**src/sv/sslc_pkg.sv**
```systemverilog
// shared types, codes and state-update helpers for the stepper shuttle controller
// used by sslc_div, sslc_ctrl, sslc_datapath and the top level
package sslc_pkg;

  localparam logic HALL_POLARITY_LOW = 1'b0;
  localparam logic [31:0] BOTH_DEBOUNCE_MS = 32'd50;
  localparam logic [31:0] NO_END_LIMIT_MS = 32'd0;
  localparam logic [31:0] HOLD_MS = 32'd2000;
  localparam logic [7:0] MAX_RETRIES = 8'd3;
  localparam logic [31:0] UNKNOWN_TRAVEL = 32'd20000;
  localparam logic [31:0] TRAVEL_MARGIN_MS = 32'd5000;
  localparam logic [31:0] NO_END_MARGIN_MS = 32'd2000;
  localparam logic [9:0] MS_PER_S = 10'd1000;
  localparam logic [27:0] US_SPEED_SCALE = 28'd256000000;

  // ramp increment (a*dt*256+500)/1000 equals (32*a*dt+62)/125,
  // the divide by 125 is a multiply by ceil(2^35/125) and a shift by 35
  localparam logic [31:0] RAMP_BIAS = 32'd62;
  localparam logic [28:0] RAMP_RECIP = 29'd274877907;

  // divider lengths in numerator bits
  localparam logic [6:0] LEN_TRAVEL = 7'd42;
  localparam logic [6:0] LEN_IDLE = 7'd1;
  localparam logic [6:0] LEN_MOD = 7'd32;
  localparam logic [6:0] LEN_STEP = 7'd28;

  localparam logic [15:0] RST_MIN_SPEED = 16'd200;
  localparam logic [15:0] RST_MAX_SPEED = 16'd800;
  localparam logic [19:0] RST_ACCEL = 20'd400;
  localparam logic [31:0] RST_DWELL = 32'd1000;
  localparam logic [15:0] RST_REHOME = 16'd10;
  localparam logic [31:0] RST_HOMING_TO = 32'd60000;
  localparam logic [31:0] RST_TRAVEL_TO = 32'd60000;
  localparam logic [31:0] RST_STALL = 32'd2000;

  // configuration register indexes
  localparam logic [2:0] CFG_MIN_SPEED = 3'd0;
  localparam logic [2:0] CFG_MAX_SPEED = 3'd1;
  localparam logic [2:0] CFG_ACCEL = 3'd2;
  localparam logic [2:0] CFG_DWELL = 3'd3;
  localparam logic [2:0] CFG_REHOME = 3'd4;
  localparam logic [2:0] CFG_HOMING_TO = 3'd5;
  localparam logic [2:0] CFG_TRAVEL_TO = 3'd6;
  localparam logic [2:0] CFG_STALL = 3'd7;

  // actions
  localparam logic [2:0] A_TICK = 3'd0;
  localparam logic [2:0] A_START = 3'd1;
  localparam logic [2:0] A_STOP = 3'd2;
  localparam logic [2:0] A_HOME = 3'd3;
  localparam logic [2:0] A_LEFT = 3'd4;
  localparam logic [2:0] A_RIGHT = 3'd5;
  localparam logic [2:0] A_FAULT = 3'd6;

  // error codes
  localparam logic [2:0] E_NONE = 3'd0;
  localparam logic [2:0] E_BOTH = 3'd1;
  localparam logic [2:0] E_STALL = 3'd2;
  localparam logic [2:0] E_HOMING = 3'd3;
  localparam logic [2:0] E_CALIB = 3'd4;
  localparam logic [2:0] E_TRAVEL = 3'd5;

  typedef enum logic [2:0] {
    M_STOPPED = 3'd0,
    M_HOMING  = 3'd1,
    M_CALIB   = 3'd2,
    M_LEFT    = 3'd3,
    M_RIGHT   = 3'd4,
    M_DWELL   = 3'd5,
    M_FAULT   = 3'd6,
    M_RECOVER = 3'd7
  } mode_t;

  typedef enum logic [2:0] {
    PH_NONE, PH_LOAD, PH_PRE, PH_MID, PH_RAMP, PH_FIN
  } phase_t;

  typedef enum logic [1:0] {
    DIV_TRAVEL, DIV_RAMP, DIV_STEP
  } div_sel_t;

  typedef enum logic [3:0] {
    C_IDLE, C_PRE, C_A_GO, C_A_WAIT, C_MID, C_B_GO, C_B_WAIT,
    C_RAMP, C_C_GO, C_C_WAIT, C_FIN, C_OUT
  } ctrl_state_t;

  typedef struct packed {
    phase_t   phase;
    logic     div_start;
    div_sel_t div_sel;
    logic     out_load;
  } cmd_t;

  typedef struct packed {
    logic halt;
    logic div_busy;
  } status_t;

  typedef struct packed {
    mode_t       mode;
    mode_t       resume;
    logic [2:0]  err;
    logic [31:0] enter;
    logic [31:0] step_us;
    logic [31:0] ramp_ms;
    logic [31:0] pulse_ms;
    logic [31:0] end_hit;
    logic [31:0] both_since;
    logic [23:0] speed_now;
    logic [23:0] speed_goal;
    logic [31:0] pos;
    logic [31:0] travel;
    logic [31:0] calib;
    logic [31:0] moves;
    logic [31:0] cycles;
    logic        right_seen;
    logic [7:0]  retry;
    logic        locked;
    logic        prev_hl;
    logic        prev_hr;
    logic        prev_act;
    logic        o_pulse;
    logic        o_dir;
    logic        o_event;
  } st_t;

  function automatic st_t f_fault(st_t s, logic [2:0] e, logic [31:0] t);
    st_t r;
    r = s;
    if (r.mode != M_FAULT) begin
      if (r.retry != 8'hFF) r.retry = r.retry + 8'd1;
      r.o_event = 1'b1;
    end
    r.mode = M_FAULT;
    r.err = e;
    r.speed_now = '0;
    r.speed_goal = '0;
    r.enter = t;
    r.locked = (r.retry >= MAX_RETRIES);
    return r;
  endfunction

  function automatic st_t f_stopped(st_t s, logic [31:0] t);
    st_t r;
    r = s;
    r.mode = M_STOPPED;
    r.speed_now = '0;
    r.speed_goal = '0;
    r.enter = t;
    return r;
  endfunction

  function automatic st_t f_homing(st_t s, logic user, logic [15:0] vmin, logic [31:0] t,
                                   logic [31:0] tu);
    st_t r;
    r = s;
    r.mode = M_HOMING;
    r.err = E_NONE;
    r.speed_now = '0;
    r.speed_goal = {vmin, 8'h00};
    r.pos = '0;
    r.enter = t;
    r.step_us = tu;
    r.ramp_ms = t;
    r.pulse_ms = t;
    r.calib = '0;
    r.moves = '0;
    r.right_seen = 1'b0;
    r.travel = '0;
    if (user) begin
      r.retry = '0;
      r.locked = 1'b0;
    end
    return r;
  endfunction

  function automatic st_t f_forced(st_t s, logic right, logic [15:0] vmin, logic [31:0] t,
                                   logic [31:0] tu);
    st_t r;
    r = s;
    r.err = E_NONE;
    r.mode = right ? M_RIGHT : M_LEFT;
    r.speed_goal = {vmin, 8'h00};
    r.speed_now = {vmin, 8'h00};
    r.travel = '0;
    r.moves = '0;
    r.enter = t;
    r.step_us = tu;
    r.ramp_ms = t;
    r.pulse_ms = t;
    return r;
  endfunction

  function automatic st_t f_dwell(st_t s, mode_t next, logic [31:0] t);
    st_t r;
    r = s;
    r.mode = M_DWELL;
    r.resume = next;
    r.enter = t;
    r.speed_now = '0;
    r.speed_goal = '0;
    r.moves = '0;
    return r;
  endfunction

endpackage

```
**src/sv/sslc_ctrl.sv**
```systemverilog
// sequencer: walks one tick through its phases and owns both handshakes
// depends on sslc_pkg (ctrl_state_t, cmd_t, status_t)
module sslc_ctrl
  import sslc_pkg::*;
(
  input  logic    clk,
  input  logic    rst_n,
  input  logic    in_valid,
  output logic    in_ready,
  output logic    out_valid,
  input  logic    out_ready,
  input  status_t st,
  output cmd_t    cmd
);

  ctrl_state_t state_r, state_nxt;
  logic        out_valid_r, out_valid_nxt;

  always_ff @(posedge clk) begin
    if (!rst_n) begin
      state_r <= C_IDLE;
      out_valid_r <= 1'b0;
    end else begin
      state_r <= state_nxt;
      out_valid_r <= out_valid_nxt;
    end
  end

  always_comb begin
    state_nxt = state_r;
    cmd.phase = PH_NONE;
    cmd.div_start = 1'b0;
    cmd.div_sel = DIV_TRAVEL;
    cmd.out_load = 1'b0;
    in_ready = 1'b0;
    case (state_r)
      C_IDLE: begin
        in_ready = 1'b1;
        if (in_valid) begin
          cmd.phase = PH_LOAD;
          state_nxt = C_PRE;
        end
      end
      C_PRE: begin
        cmd.phase = PH_PRE;
        state_nxt = C_A_GO;
      end
      C_A_GO: begin
        if (st.halt) state_nxt = C_OUT;
        else begin
          cmd.div_start = 1'b1;
          cmd.div_sel = DIV_TRAVEL;
          state_nxt = C_A_WAIT;
        end
      end
      C_A_WAIT: if (!st.div_busy) state_nxt = C_MID;
      C_MID: begin
        cmd.phase = PH_MID;
        state_nxt = C_B_GO;
      end
      C_B_GO: begin
        if (st.halt) state_nxt = C_OUT;
        else begin
          cmd.div_start = 1'b1;
          cmd.div_sel = DIV_RAMP;
          state_nxt = C_B_WAIT;
        end
      end
      C_B_WAIT: if (!st.div_busy) state_nxt = C_RAMP;
      C_RAMP: begin
        cmd.phase = PH_RAMP;
        state_nxt = C_C_GO;
      end
      C_C_GO: begin
        if (st.halt) state_nxt = C_OUT;
        else begin
          cmd.div_start = 1'b1;
          cmd.div_sel = DIV_STEP;
          state_nxt = C_C_WAIT;
        end
      end
      C_C_WAIT: if (!st.div_busy) state_nxt = C_FIN;
      C_FIN: begin
        cmd.phase = PH_FIN;
        state_nxt = C_OUT;
      end
      C_OUT: begin
        if (!out_valid_r || out_ready) begin
          cmd.out_load = 1'b1;
          state_nxt = C_IDLE;
        end
      end
      default: state_nxt = C_IDLE;
    endcase
  end

  always_comb begin
    out_valid_nxt = out_valid_r;
    if (out_valid_r && out_ready) out_valid_nxt = 1'b0;
    if (cmd.out_load) out_valid_nxt = 1'b1;
  end

  assign out_valid = out_valid_r;

endmodule

```
**config.mk**
```make
export PLATFORM = sky130hd
export DESIGN_NAME = sslc_ctrl
export DESIGN_NICKNAME = d
export VERILOG_FILES = /design/src/sv/sslc_pkg.sv /design/src/sv/sslc_ctrl.sv
export SDC_FILE = /design/constraint.sdc
export NUM_CORES = 1
export LEC_CHECK = 0
export ABC_AREA = 1
export BUFFER_PORTS_ARGS = -buffer_cell sky130_fd_sc_hd__buf_2
export CAP_MARGIN = 0
export CORE_MARGIN = 2
export CORE_UTILIZATION = 30
export DETAILED_ROUTE_END_ITERATION = 8
export PLACE_DENSITY_LB_ADDON = 0.15
export SETUP_SLACK_MARGIN = 0.15
export SYNTH_ARGS = -nofsm -noshare
export SYNTH_HDL_FRONTEND = slang
export SYNTH_SLANG_ARGS = --single-unit
```
**constraint.sdc**
```tcl
create_clock -name clk -period 1.2 [get_ports clk]
set_input_delay 0.24 -clock clk [delete_from_list [all_inputs] [get_ports clk]]
set_output_delay 0.24 -clock clk [all_outputs]
set_load 0.01 [all_outputs]
```
Yosys cells after proc, flatten, opt, wreduce, memory -nomap -nowiden. Index checks and enable logic that the tools add are counted.

Logic and storage cells: 44. Input bits: 6. Register bits after elaboration: 5. Output and inout bits: 9.

Muxes and demuxes: 20. Equality and inequality tests: 16. Reduce and logical (&&, ||, !) cells: 6.

Operators by type and width (number): $pmux 4 s12 (1); $mux 4 (7); $eq 4x3->1 const B (4); $eq 4x4->1 const B (4); $pmux 3 s5 (1); $ne 2x2->1 const B (5); $mux 3 (3); $pmux 3 s3 (1); $eq 4x2->1 const B (2); $mux 1 (6); $reduce_and 5->1 (1); $eq 4x1->1 const B (1); $logic_not 4->1 (1); $mux 2 (1); $reduce_bool 2->1 (1); $logic_and 1x1->1 (1); $logic_not 1->1 (1); $logic_or 1x1->1 (1).

Longest topological paths before layout.
Depth after elaboration: 5. Mapped depth: 10.

Worst setup path before layout. No wires, ideal clock.

Kind: reg-to-output. Start point: register state_r[2]. End point: output port cmd[4] in the netlist's numbering. Path buffers: 0. Slack: -0.147 ns. Stages on the path, launching flop included: 6. Data arrival time: 1.107 ns. Cells stage by stage: dfxtp_1 > nor2_1 > inv_1 > nor3_1 > nand2_1 > nand3_1.

RTL lines: from (decl) (line sslc_ctrl.sv:16) `ctrl_state_t state_r, state_nxt;`; from (signal assigned) (line sslc_ctrl.sv:24) `state_r <= state_nxt;`; to (decl) (line sslc_ctrl.sv:13) `output cmd_t cmd`.

==> qor.yml <==
drt-initial-drc-count: 1
end_kind: "output port"
nFillCells: 143
yosysMostFrequentCell: "nand2_1"
worstPathArrival_ns: 1.23
period_needed_ns: 1.474
hp-class: "in2reg"
nets: 120
cts_tree: "done"
rsz0062_at_grt: "true"
setup_viol: 12
wl_per_cell_um: 10.36
ys_warn_count: 0
syn_area_um2: 481.7
path_cells: "inv_2, nor3_4, nor2_2, a21oi_2, buf_2"
synth_common_cells: "nand2_1, nor2_1, a21oi_1"
p_per_area_mw_per_mm2: 2302
synth-edff-count: 0
drtPass1Iterations: 2
syn_avg_cell_area_um2: 5.804
placeableCoreArea_mm2: 0.001506
setup_ws_ns: -0.2740
core.rowCount: 14
regToRegSetupSlack_ns: -0.12
cts_buffers: 3
yosys-top-cells-area: "dfxtp_1, nand2_1, nor2_1"
synth_area_leader_cell: "dfxtp_1"
fin_crit_sh_pct: 122.8
synthArstFlopShare_pct: 0
num_antenna_cells: 0
portBuffers: 14
syn_nets: 89
grt_pass1_vias: 574
whs_path_depth: 3
area_growth_pct: 88.57
cp_slowest_stage_delay_ns: 0.43
synth_cells: 83
crit_type: "reg2out"
die_x_um: 44.07
dp_hpwl_um: 996.4
cap_viol_max_count: 0
crit_start: "state_r[1]$_SDFFE_PN0P_"
routed_wl_um: 1337
outcome: "finished, violations left"
clock_latency_ns: 0.24
ios: 15
synth-seq-cells: 5
path_clk_slew_ns: 0.04
synth_top_area_share_pct: 20.78
synth.distinct_cells: 18
violations: "setup timing"
slew_headroom_pct: 78.05
drtAntennaViolNets: 0
power.total_mw: 2.091
fp.dieH_um: 44.07
final_hold_viol_count: 0
grt_antenna_before_repair: 0
grt_max_degree: 8
reg2reg_from: "state_r[0]$_SDFFE_PN0P_"
final_util_pct: 60.30
cts-root-buf: "clkbuf_4"
routed_via_density: 4.628
vias: 597
finClkSkew_ns: 0.001498
grt_first_pass_wirelength_um: 2325
groute.usage.overall_pct: 16.75
ys_seq_area_share_pct: 20.78
fmax_ghz: 0.6784
synth_top_flop_cell: "dfxtp_1"
start_util_pct: 31.98
htreeDepth: 1
drive_above_1_share_pct: 66.37
r2r_cells: 10
tightest_slew_ns: 0.3280
vdd_drop_max_mv: 1.212
min_from: "rst_n"
p_leak_nw: 0.4385
cp_max_fo: 6
cp-start-kind: "register"
cts.path.max_buffers: 2
required_ns: 0.96
drc: 0
routabilityCongestion: 0.8206
die_area_mm2: 0.001942
crit_slowest_cell: "dfxtp_4"
drv_slew: 0
grt-ovfl-total: 0
cts.sinks: 5
worst max-delay path, delay by kind of cell (launching register included):
| family | cells | cell delay (ns) |
|---|---|---|
| DFF | 1 | 0.43 |
| and+or+nand+nor | 2 | 0.23 |
| buffers and inverters | 2 | 0.21 |
| AOI/OAI and AO/OA | 1 | 0.11 |
through the flow:
| stage | TNS [ns] | worst slack [ns] | std cells | cell area (um^2) | hold slack (ns) |
|---|---|---|---|---|---|
| floorplan | 0 | 0.01336 | 83 | 574.3 | 0.3511 |
| global placement | -0.1603 | -0.09522 | 116 | 704.4 | 0.5105 |
| detailed placement | -0.1590 | -0.08600 | 116 | 704.4 | 0.5164 |
| CTS | -1.994 | -0.2816 | 125 | 822.0 | 0.2608 |
| global route | -2.980 | -0.3509 | 129 | 908.4 | 0.2878 |
| finish | -2.055 | -0.2740 | 129 | 908.4 | 0.2681 |
logic make-up (layout without fill, tap and decap cells):
family / Yosys count / in the layout / share of synthesized area (%)
compound gates: 11 / 11 / 11.95
simple gates: 53 / 53 / 54.54
buf+inv: 14 / 44 / 12.73
flops: 5 / 5 / 20.78
power by group:
group	switching (mW)	total (mW)	internal [mW]
Sequential	0.111	0.354	0.242
Clock	0.0625	0.188	0.125
Combinational	0.776	1.55	0.774
what timing repair did:
| action | CTS | global route |
|---|---|---|
| buffers inserted | 5 | 4 |
| endpoints found under the setup margin | 12 | 12 |
| hold buffers | 0 | 0 |
| resized for setup | 10 | 15 |
| pin swaps | 7 | 11 |
worst paths after layout:
kind / to
hold / removal: state_r[3]$_SDFFE_PN0P_
setup / recovery: cmd[3]
hold reg to reg: state_r[0]$_SDFFE_PN0P_
setup reg to reg: state_r[3]$_SDFFE_PN0P_
final cells by class:
cell class              instances  area [um^2]  share of cell area [%]
flip-flops and latches          5        112.6                   12.40
multi-input cells              64        459.2                   50.55
clock buffers                   4        26.28                   2.893
inverters                      12        57.56                   6.336
repair buffers                 28        232.7                   25.62
well taps                      16        20.02                   2.204
flip-flops by register name, summed over array words and instances (netlist names):
signal     cells
out_valid      1
state_r        4
per-layer routing:
metal | vias to the layer above | GRT usage (%) | part of all wire [%] | routed length, um
met5 | - | 0 | 0 | 0
met4 | 0 | 12.73 | 3.0 | 40
met2 | 11 | 27.35 | 49 | 661
li1 | 322 | - | - | -
met3 | 4 | 2.449 | 3.1 | 42
met1 | 260 | 19.65 | 44 | 594
cells in the final DEF, fill, tap and decap left out:
cell type	Yosys	routed
a21oi_1	7	3
a21oi_2	0	4
buf_12	0	3
buf_2	0	12
buf_4	2	9
buf_6	0	4
clkbuf_1	0	1
clkbuf_4	0	3
clkinv_4	0	1
dfxtp_1	5	1
dfxtp_2	0	1
dfxtp_4	0	3
inv_1	5	4
inv_2	6	4
inv_4	0	3
nand2_1	18	12
nand2_2	5	8
nand2_4	2	4
nand2_8	0	1
nand3_1	4	3
nand3_2	1	1
nand3_4	0	1
nand3b_1	1	1
nor2_1	14	10
nor2_2	4	3
nor2_4	1	6
nor3_4	0	3
o21a_1	1	1
o21ai_0	3	1
o21ai_1	0	1
o21ai_2	0	1
(Power assumes the default switching activity.)
